**config.mk**
```make
export PLATFORM = sky130hd
export DESIGN_NAME = bffa_ram
export DESIGN_NICKNAME = d
export VERILOG_FILES = /design/src/rtl/bffa_ram.sv
export SDC_FILE = /design/constraint.sdc
export NUM_CORES = 2
export LEC_CHECK = 0
export BUFFER_PORTS_ARGS = -buffer_cell sky130_fd_sc_hd__clkbuf_2
export CORE_ASPECT_RATIO = 1.25
export CORE_MARGIN = 4
export CORE_UTILIZATION = 40
export CTS_BUF_LIST = sky130_fd_sc_hd__clkbuf_8
export DETAILED_ROUTE_END_ITERATION = 10
export PLACE_DENSITY_LB_ADDON = 0.05
export SLEW_MARGIN = 20
export SYNTH_ARGS = -nofsm -noshare
export SYNTH_HDL_FRONTEND = slang
export SYNTH_SLANG_ARGS = --single-unit
```
**constraint.sdc**
```tcl
create_clock -name clk_i -period 16 [get_ports clk_i]
set_input_delay 0.8 -clock clk_i [delete_from_list [all_inputs] [get_ports clk_i]]
set_output_delay 0.8 -clock clk_i [all_outputs]
set_load 0.01 [all_outputs]
```
**src/rtl/bffa_ram.sv**
```systemverilog
// Generic simple dual-port RAM: one write port, one read port, registered read.
// No dependencies.
`default_nettype none

module bffa_ram #(
  parameter int Width = 64,
  parameter int Depth = 64,
  localparam int AddrW = (Depth > 1) ? $clog2(Depth) : 1
) (
  input  wire logic             clk_i,
  input  wire logic             we_i,
  input  wire logic [AddrW-1:0] waddr_i,
  input  wire logic [Width-1:0] wdata_i,
  input  wire logic [AddrW-1:0] raddr_i,
  output logic      [Width-1:0] rdata_o
);

  logic [Width-1:0] mem [Depth];

  always_ff @(posedge clk_i) begin
    if (we_i) begin
      mem[waddr_i] <= wdata_i;
    end
    rdata_o <= mem[raddr_i];
  end

endmodule

`default_nettype wire

```
# After elaboration in Yosys (flattened, before gate mapping)
# Memory sizes are Yosys's and may differ from the RTL's. A register that Yosys moved wholly into a read port is not among the register bits.
# Index checks and enable logic that the tools add are counted.
dict set report classes {
  n_mux 2
}
# cell n
set op_table {}
lappend op_table {{$mux W1} 2}
dict set report word_totals {
  ff_bits 0
  ram_bits 4096
  input_bits 78
  output_inout_bits 64
  elab_cells 3
  n_memories 1
}
# name depth word_bits read_ports rd_clocked_by_memory_dff wr line
set memory_table {}
lappend memory_table {mem 64 64 1 1 1 18} ;# logic [Width-1:0] mem [Depth];

# Longest topological paths before layout
dict set report logic_depth {
  word_depth 2
  ltp_mapped 9
  depth_no_buf 5
}

# Worst setup path after synthesis
# OpenSTA, ideal clock, no wires.
dict set report synth_timing {
  path_kind {in2reg}
  startpoint {in waddr_i[3]}
  endpoint {mem mem[48][0], enable pin}
  setup_ns 0.564
  t_arrival_ns 5.672
  required_time_ns 15.436
  path_slack_ns 9.764
  stages 4
  path_buffers 1
  cell_sequence {clkbuf_1 -> nor2b_1 -> nand4b_1 -> nor3_1}
}
# element line
set synth_rtl {}
lappend synth_rtl {{start, declared} 12} ;# input wire logic [AddrW-1:0] waddr_i,
lappend synth_rtl {{end, declared} 18}
# No word-level cell before the write port.

==> implementation parameters <==
Parameter                              Value

CTS
  Clock slew at reported path FFs ... ~0.07 ns
  Root buf cell ... clkbuf_8
  Clk buf depth ... 4
  Post-CTS Setup Inserts ... 0
  Post-cts hold buffer count ... 0
  Depth of the CTS H-tree ... 6
  Number of sinks driven by the clock tree ... 4160
  Clock tree from TritonCTS ... built
  Number of clock buffers inserted by TritonCTS ... 669
  Clock insertion delay at the later pin of the skew report ... around 1.3 ns
  Cells resized by post-CTS repair ... 0

Critical path
  Worst setup EP type ... flip-flop
  Critical-path top delay cell ... buf_4
  Required arrival time at the worst endpoint ... between 15 and 20 ns
  Critical Path Fanout Max ... 64
  Kind of launch point of the worst setup path ... primary input
  Worst Setup Path Type ... primary input to flip-flop
  CP top delay family ... buffers and inverters
  Worst-path cell chain ... buf_12, buf_4, buf_6, buf_4, buf_4, mux4_2, mux2i_1, o22ai_1, a41oi_1, a211oi_1
  Arrival time at the worst endpoint ... 5.66 ns
  Critical path's most frequent cell ... buf_4
  Worst Path Buf+Inv ... 5
  CP peak stage delay ... between 0.8 and 0.9 ns

Logic synthesis
  Share of synthesized area spent on multiplexers ... between 10% and 20%
  Fraction of post-synthesis cell area in the top cell type by area ... between 70% and 80%
  Number of flops mapped to enable cells by yosys ... 4096
  Top cells by count, synth ... edfxtp_1 (4096), mux4_2 (1024), buf_2 (170)
  Largest family of logic cells by synthesized area ... multiplexers
  Share of flip-flops with an asynchronous set or reset after synthesis ... 0%
  Post-synthesis adder-cell area fraction ... 0%
  Predominant post-synthesis flop cell ... edfxtp_1
  Synth top area cells ... edfxtp_1 (79%), mux4_2 (15%), mux2i_1 (0.86%)
  Number of synthesized register bits ... 4160
  Number of distinct library cell variants in the gate-level netlist after synthesis ... 33
  Fraction of the mapped netlist area in compound gates ... 2.48%
  Post-synthesis average cell area ... 23.7 µm²
  Synth warnings ... 0
  Net count after synthesis ... 6676
  Post-synthesis instance total ... 6598
  Fraction of synthesized cell area in xor and xnor cells ... 0%
  Simple-Gate Fraction of Synth Area ... under 10%
  Most numerous cell in the Yosys netlist ... edfxtp_1
  Post-synth top area cell ... edfxtp_1
  Area of the mapped netlist ... 156000 µm²
  Share of the yosys chip area belonging to registers ... between 70% and 80%

Global routing
  Via count of the first global-routing pass ... roughly 80000
  Largest net degree at the start of global routing ... 105
  Overflow left after global routing ... 0
  Wire length of the first global-routing pass ... between 600000 and 700000 µm
  Number of antenna violations at the first check in global routing ... 43
  Global Route Usage Sum ... a little under a quarter

Timing
  Normalized max-slew margin ... 19.1%
  Achievable clock frequency ... 0.217 GHz
  Count of endpoints failing hold in the final timing report ... 0
  Final TNS setup ... 0 ns
  Setup clock skew after layout ... about 0.034 ns
  Share of the clock period used by the worst path ... 28.7%
  Setup repair after global routing missed its margin ... no
  Count of pins over their slew limit ... 0
  Worst-margin pin slew ... 1.21 ns
  Count of final setup violators ... 0
  Fin crit period ... 4.60 ns
  Final Hold Slack ... 0.0681 ns

Detailed routing
  Detailed Route Iter0 Violations ... 6563
  Remaining DRCs ... 0
  Post-DR wirelength/cell ... roughly 37 µm
  Number of search-and-repair iterations in the first detailed-routing pass ... 6
  Vias post-DR ... 75300
  Via count normalized by instance count ... 5.80
  Final antenna-violating net count ... 0
  Wire length after detailed routing ... about 480000 µm

Placement
  Instance area after placement ... 164000 µm²
  GPL Wtd Cong ... ~0.73
  Half-perimeter wire length after placement ... 245000 µm
  Port Buffers ... 141

Outcome
  Run status ... completed

Floorplan
  Initial Util ... 40.2%
  Floorplan core area ... 389000 µm²
  Die H ... a little over 700 µm
  Die area ... 401000 µm²
  Die X ... 567 µm
  Top-level port count ... roughly 140
  Site Rows ... around 260

Final layout
  Final layout net count ... 7343
  Reg area ... ~120000 µm²
  Number of fill cells in the layout ... 32800
  Share of final-layout standard cells stronger than drive strength 1 ... 29.9%
  Relative area change from synthesis to final layout ... 13.1%
  Final standard cell area without fillers ... 177000 µm²
  Multi-input combinational cell area ... between 30000 and 40000 µm²

Power
  Worst ir drop on vdd ... roughly 80 µV
  Leak pwr ... 55.7 nW
  Power Dens Cells ... between 100 and 150 nW/µm²

Job
  Number of maximum-capacitance violations ... 0

Hold path
  Path class of the lowest-slack min-delay path ... primary input to flip-flop
-- cells in the final DEF, fill, tap and decap left out, drive strengths merged, types with 28 or more instances in the layout --
| cell type | n |
|---|---|
| edfxtp | 4096 |
| mux4 | 1024 |
| clkbuf | 817 |
| inv | 284 |
| buf | 276 |
| clkinv | 180 |
| a22oi | 168 |
| mux2i | 135 |
| nor2 | 112 |
| a22o | 88 |
| o22ai | 83 |
| and3 | 64 |
| dfxtp | 64 |
| a211oi | 63 |
| nand2 | 58 |
| nand3 | 45 |
| o221ai | 38 |
| diode | 32 |
| or3 | 29 |
| or2 | 28 |
| nor2b | 28 |
-- logic make-up (layout without fill, tap and decap cells) --
logic type             Yosys count  count (layout)
DFF                           4160            4160
buffers and inverters          389            1587
AOI/OAI and AO/OA              504             504
muxes                         1159            1159
and+or+nand+nor                386             386
other                            0              32
-- power breakdown --
group,switching (mW),internal (mW)
Combinational,0.663,0.371
Clock,4.20,4.33
Sequential,0.0506,12.1
-- path summary, 6_finish.rpt --
path | from | endpoint | slack (ns) | depth (start not counted)
max | raddr_i[0] | rdata_o[21]$_DFF_P_ | 11.40 | 10
min | wdata_i[54] | mem[11][54]$_DFFE_PP_ | 0.07 | 1
max reg2reg | mem[6][62]$_DFFE_PP_ | rdata_o[62]$_DFF_P_ | 13.89 | 4
min reg2reg | mem[39][0]$_DFFE_PP_ | rdata_o[0]$_DFF_P_ | 0.82 | 4
-- metal layers --
| metal | part of all wire [%] | up-vias | GRT usage [%] |
|---|---|---|---|
| li1 | - | 30000 | - |
| met1 | 41 | 42400 | 31.4 |
| met2 | 52 | 2261 | 40.8 |
| met3 | 4.8 | 664 | 3.40 |
| met4 | 2.3 | 14 | 5.94 |
| met5 | 0.019 | - | 0 |
-- registers in the layout (all words and copies together) (netlist names) --
name,flops
mem,4096
rdata_o,64
-- final cells by class --
type,count,area share (%)
inverters,19,0.0403
clock buffers,727,5.66
well taps,5160,3.65
clock inverters,475,1.29
diodes,32,0.0453
multi-input cells,2049,17.4
repair buffers,366,1.64
flip-flops and latches,4160,70.3
-- stage by stage --
| step | worst slack (ns) | util (%) | instances | power, mW |
|---|---|---|---|---|
| finish | 11.40 | 45.4 | 13000 | 21.7 |
| global route | 10.93 | 45.4 | 13000 | 22.5 |
| CTS | 11.02 | 45.4 | 13000 | 22.0 |
| detailed placement | 9.63 | 42.3 | 11800 | 13.4 |
| global placement | 9.61 | 42.2 | 11800 | 13.4 |
| floorplan | 9.76 | - | 6598 | 12.9 |
Note: power is estimated with default switching activity, not from simulation.
