===== config.mk =====
export PLATFORM = sky130hd
export DESIGN_NAME = bffa_fit
export DESIGN_NICKNAME = d
export VERILOG_FILES = /design/src/rtl/bffa_pkg.sv /design/src/rtl/bffa_fit.sv
export SDC_FILE = /design/constraint.sdc
export NUM_CORES = 2
export LEC_CHECK = 0
export BUFFER_PORTS_ARGS = -buffer_cell sky130_fd_sc_hd__buf_2
export CORE_MARGIN = 2
export CORE_UTILIZATION = 33
export DETAILED_ROUTE_END_ITERATION = 7
export PLACE_DENSITY = 0.48
export SLEW_MARGIN = 10
export SYNTH_ARGS = -nofsm -noshare
export SYNTH_HDL_FRONTEND = slang
export SYNTH_SLANG_ARGS = --single-unit

===== constraint.sdc =====
create_clock -name vclk -period 15
set_input_delay 1.5 -clock vclk [all_inputs]
set_output_delay 1.5 -clock vclk [all_outputs]
set_load 0.1 [all_outputs]

===== src/rtl/bffa_pkg.sv =====
// Shared types and constants of the first-fit extent allocator.
// Depends on nothing; every other file of the block but bffa_ram refers to it by scoped names.
`default_nettype none

package bffa_pkg;

  // Map geometry
  localparam int MapBitsDefault = 4096;
  localparam int WordBits       = 64;
  localparam int WordSelW       = 6;

  // Field and register widths
  localparam int StartW   = 12;
  localparam int LenW     = 13;
  localparam int StatusW  = 2;
  localparam int TotalW   = 13;
  localparam int FdbW     = 12;
  localparam int CfgDataW = 13;
  localparam int CfgIdxW  = 1;

  // Register reset values
  localparam logic [TotalW-1:0] TotalReset = TotalW'(1024);
  localparam logic [FdbW-1:0]   FdbReset   = FdbW'(32);

  typedef enum logic {
    CMD_ALLOC = 1'b0,
    CMD_FREE  = 1'b1
  } cmd_e;

  typedef enum logic [StatusW-1:0] {
    ST_OK       = 2'd0,
    ST_NO_SPACE = 2'd1,
    ST_ZERO_LEN = 2'd2,
    ST_RANGE    = 2'd3
  } status_e;

  typedef enum logic [CfgIdxW-1:0] {
    CFG_VOLUME_BLOCKS    = 1'b0,
    CFG_FIRST_DATA_BLOCK = 1'b1
  } cfg_idx_e;

  // Result of evaluating one map word during the search
  typedef struct packed {
    logic                hit;
    logic [WordSelW-1:0] pos;
    logic [LenW-1:0]     carry;
  } fit_res_t;

endpackage

`default_nettype wire


===== src/rtl/bffa_fit.sv =====
// Evaluates one 64-bit map word: finds the lowest bit at which the free run
// reaches the requested length, and the run carried into the next word.
// Depends on bffa_pkg.
`default_nettype none

module bffa_fit (
  input  wire logic [bffa_pkg::WordBits-1:0] used_i,
  input  wire logic [bffa_pkg::LenW-1:0]     carry_i,
  input  wire logic [bffa_pkg::LenW-1:0]     len_i,
  output bffa_pkg::fit_res_t                 res_o
);

  localparam int NW   = bffa_pkg::WordBits;
  localparam int SelW = bffa_pkg::WordSelW;
  localparam int RunW = bffa_pkg::LenW + 1;

  // last-used-bit prefix, log-step
  logic [SelW:0][NW-1:0]           have_s;
  logic [SelW:0][NW-1:0][SelW-1:0] pos_s;
  logic [NW-1:0][RunW-1:0]         run_len;
  logic [NW-1:0]                   hit_vec;

  always_comb begin
    for (int j = 0; j < NW; j++) begin
      have_s[0][j] = used_i[j];
      pos_s[0][j]  = SelW'(j);
    end
    for (int k = 0; k < SelW; k++) begin
      for (int j = 0; j < NW; j++) begin
        if (!have_s[k][j] && (j >= (1 << k))) begin
          have_s[k+1][j] = have_s[k][(j >= (1 << k)) ? j - (1 << k) : j];
          pos_s[k+1][j]  = pos_s[k][(j >= (1 << k)) ? j - (1 << k) : j];
        end else begin
          have_s[k+1][j] = have_s[k][j];
          pos_s[k+1][j]  = pos_s[k][j];
        end
      end
    end
  end

  always_comb begin
    for (int j = 0; j < NW; j++) begin
      if (have_s[SelW][j]) begin
        run_len[j] = RunW'(j) - RunW'(pos_s[SelW][j]);
      end else begin
        run_len[j] = RunW'(carry_i) + RunW'(j + 1);
      end
      hit_vec[j] = (run_len[j] >= RunW'(len_i));
    end
  end

  always_comb begin
    res_o.hit = |hit_vec;
    res_o.pos = '0;
    for (int j = NW - 1; j >= 0; j--) begin
      if (hit_vec[j]) begin
        res_o.pos = SelW'(j);
      end
    end
    // run length leaving the word; only meaningful when no hit
    res_o.carry = run_len[NW-1][bffa_pkg::LenW-1:0];
  end

endmodule

`default_nettype wire


Word level (Yosys, flattened, before mapping)
Cells that the tools add are included.
{ "word_totals": {"regBits": 0, "latchBits": 0, "mem_bits_rw": 0, "romBits": 0, "input_bits": 90, "word_cells": 962, "mem_count": 0} }
{ "op_classes": {"n_addsub": 127, "multipliers": 0, "div": 0, "magnitude_cmp": 64, "eq_ne": 0, "shift": 0, "n_mux": 770, "bitwise_logic": 0, "reduce_logical": 1} }
{ "ops": {"columns": ["op", "count"], "rows": [
  ["$mux W6", 187],
  ["$ge A14 B13 Y1", 64],
  ["$mux W14", 64],
  ["$add A13 B6 Y14 const B", 32],
  ["$mux W1", 353],
  ["$add A13 B5 Y14 const B", 16],
  ["$sub A6 B6 Y7 const A", 32],
  ["$mux W4", 53],
  ["$mux W5", 37],
  ["$mux W3", 43],
  ["$add A13 B4 Y14 const B", 8],
  ["$sub A5 B6 Y7 const A", 16],
  ["$mux W2", 33],
  ["$reduce_or A64 Y1", 1],
  ["$add A13 B3 Y14 const B", 4],
  ["$sub A4 B6 Y7 const A", 8],
  ["$add A13 B2 Y14 const B", 2],
  ["$sub A3 B3 Y4 const A", 4],
  ["$add A13 B1 Y14 const B", 1],
  ["$add A13 B7 Y14 const B", 1],
  ["$sub A2 B2 Y3 const A", 2],
  ["$sub A1 B1 Y2 const A", 1]
]} }

Depth between registers and ports, before layout
{ "logic_depth": {"word_depth": 73, "depth_mapped": 30} }

Worst setup path after synthesis
OpenSTA, ideal clock, no wires.
{ "synth_path": {"path_kind": "input-to-output", "startpoint": "in used_i[7] (netlist bit)", "endpoint": "out res_o[16] (netlist bit)", "arrival_ns": 9.019, "setup_slack_ns": 4.481, "cell_stages": 20, "path_buffers": 1, "cell_sequence": "or4_1 > clkbuf_1 > a21oi_1 > nor2_1 > inv_1 > o21ai_0 > nor2_1 > o21ai_0 > o21ai_0 > ha_1 > o2111ai_1 > o21ai_0 > a21oi_1 > o21ai_2 > nor3b_1 > nand3b_1 > nor4_1 > nor3_1 > o21ai_1 > a211oi_1"} }
{ "synth_rtl": {"columns": ["item", "line", "source"], "rows": [
  ["start: declaration", "bffa_fit.sv:7", "input wire logic [bffa_pkg::WordBits-1:0] used_i,"],
  ["end: declaration", "bffa_fit.sv:10", "output bffa_pkg::fit_res_t res_o"]
]} }

==> impl_metrics.csv <==
group,metric,value,unit
worst_hold_path,hp-class,"in -> out",
worst_setup_path,critPathRequiredTime,13500,ps
routing,viasPerCell,6.71,
worst_setup_path,start_kind,"input port",
global_route,use_met3,12.2,%
sta,fmax,84.6,MHz
synth,ys_top_cells_by_count,"ha_1, nor2_1, a21oi_1",
worst_setup_path,worst-path-buf-inv,2,
synth,synth_fp_nets,7016,
global_route,use_met2,64.9,%
placement,dp_hpwl,226000,µm
synth,synthCells,6015,
routing,drc_errors,3,
layout,fin_nets,7038,
sta,maxSlewViolCount,0,
synth,netlist_area,40300,µm²
outcome,violations,"DRC",
sta,finalCritPeriodShare,78.8,%
synth,synth_top_area_cell,"ha_1",
worst_setup_path,slowest_delay,930,ps
outcome,outcome,"finished, violations left",
worst_setup_path,cp_slowest_cell,"nor4_2",
routing,routedWlPerCell,38.2,µm
global_route,grt_usage,44.7,%
clocking,post-cts-setup-buffers,0,
synth,ys_warn_count,0,
layout,n_clock_buffer,0,
layout,drive_gt1_share,8.25,%
floorplanning,die_area,125000,µm²
layout,nFlopsAndLatches,0,
routing,wirelength,293000,µm
sta,tightest_slew,1370,ps
floorplanning,dieHeight,354,µm
sta,slew_headroom,7.06,%
sta,hold_violations,0,
layout,regArea,0,µm²
sta,setup_viol,0,
worst_setup_path,endpoint_kind,"primary output",
routing,vias,51500,
floorplanning,core,122000,µm²
global_route,grt_util_met1,55.8,%
routing,drt_iter0_drc,7026,
floorplanning,initial_core_util,33.2,%
global_route,busiest_layer,"met2",
sta,rsz0062_at_grt,"false",
worst_setup_path,cp_max_fo,13,
worst_setup_path,cpMostUsedCell,"a21oi_1",
global_route,grt_pass1_wl,396000,µm
worst_setup_path,arrival,10320,ps
sta,min_period,11820,ps
floorplanning,std_cell_rows,128,
synth,synthTopCellsByArea,"ha_1, a21oi_1, nor2_1, xnor2_1, o21ai_0",
placement,io_buffers,110,
layout,syn_to_final_growth,8.21,%
synth,synth.avg_cell_area,6.71,µm²
synth,yosysMostFrequentCell,"ha_1",
clocking,post_cts_resized,0,
placement,gp_congestion,1.13,
global_route,grt_pass1_vias,47700,
synth,synth_top_area_share,28.3,%
layout,n_fill_cell,13400,
global_route,overflow,0,
job,drv_cap,0,
sta,holdWs,3450,ps
routing,ant_nets,0,
routing,first_pass_iters,8,
floorplanning,ios,110,
floorplanning,die_w,354,µm
clocking,ctsHoldBuffers,0,
sta,setup_tns,0,ps
worst_setup_path,crit_family,"compound AO/OA/AOI/OAI gates",
global_route,antenna_found_initial,33,
global_route,grt_max_degree,40,
synth,synthDistinctLibCells,107,
synth,yosysSeqAreaShare,0,%
worst_setup_path,critical_path_class,"in -> out",
cell type report:
class                           count  area (µm²)  share of cell area (%)
Timing Repair Buffer              342        2320                    5.32
Multi-Input combinational cell   5540       38600                    88.5
Antenna cell                       27        67.6                   0.155
Inverter                          153         604                    1.38
Tap cell                         1625        2030                    4.66
cell families (layout without fill, tap and decap cells):
group / Yosys count / after routing / share of synthesized area (%)
adders and majority gates: 911 / 911 / 28.3
buffers and inverters: 475 / 495 / 4.62
other: 0 / 27 / 0
xor gates and xnor gates: 504 / 504 / 10.9
muxes: 31 / 31 / 0.797
AOI/OAI and AO/OA: 1989 / 1989 / 30.2
and+or+nand+nor: 2105 / 2105 / 25.2
stage by stage:
step / worst slack (ps) / cell area, µm² / util (%) / instances
after floorplan: 4480 / 40300 / - / 6015
after global placement: 3550 / 43600 / 35.8 / 7660
after detailed placement: 3530 / 43600 / 35.8 / 7660
after CTS: 3470 / 43600 / 35.8 / 7660
after global routing: 2980 / 43600 / 35.9 / 7666
final: 3180 / 43700 / 35.9 / 7687
path summary, 6_finish.rpt:
kind  startpoint   endpoint  slack, ps  cells after the start
min   used_i[63]   res_o[1]       3450                      3
max    used_i[5]  res_o[18]       3180                     27
tightest hold or removal path, stage by stage:
cell	delay, ps
buf_2	100
nor3_1	60
buf_2	290
per-layer routing:
metal | vias to the layer above | part of all wire, %
met3 | 1109 | 11
met2 | 3624 | 40
met4 | 26 | 9.8
met5 | - | 0.061
li1 | 22200 | -
met1 | 24600 | 39
cells in the final DEF, fill, tap and decap left out, types with 134 or more instances in the layout:
cell / netlist / final
inv_1: 149 / 136
xor2_1: 215 / 215
o21ai_0: 471 / 471
nor2_1: 774 / 773
buf_4: 1 / 239
xnor2_1: 289 / 286
a21o_1: 170 / 170
nand3_1: 136 / 134
ha_1: 911 / 905
a21oi_1: 745 / 744
nand2_1: 525 / 525
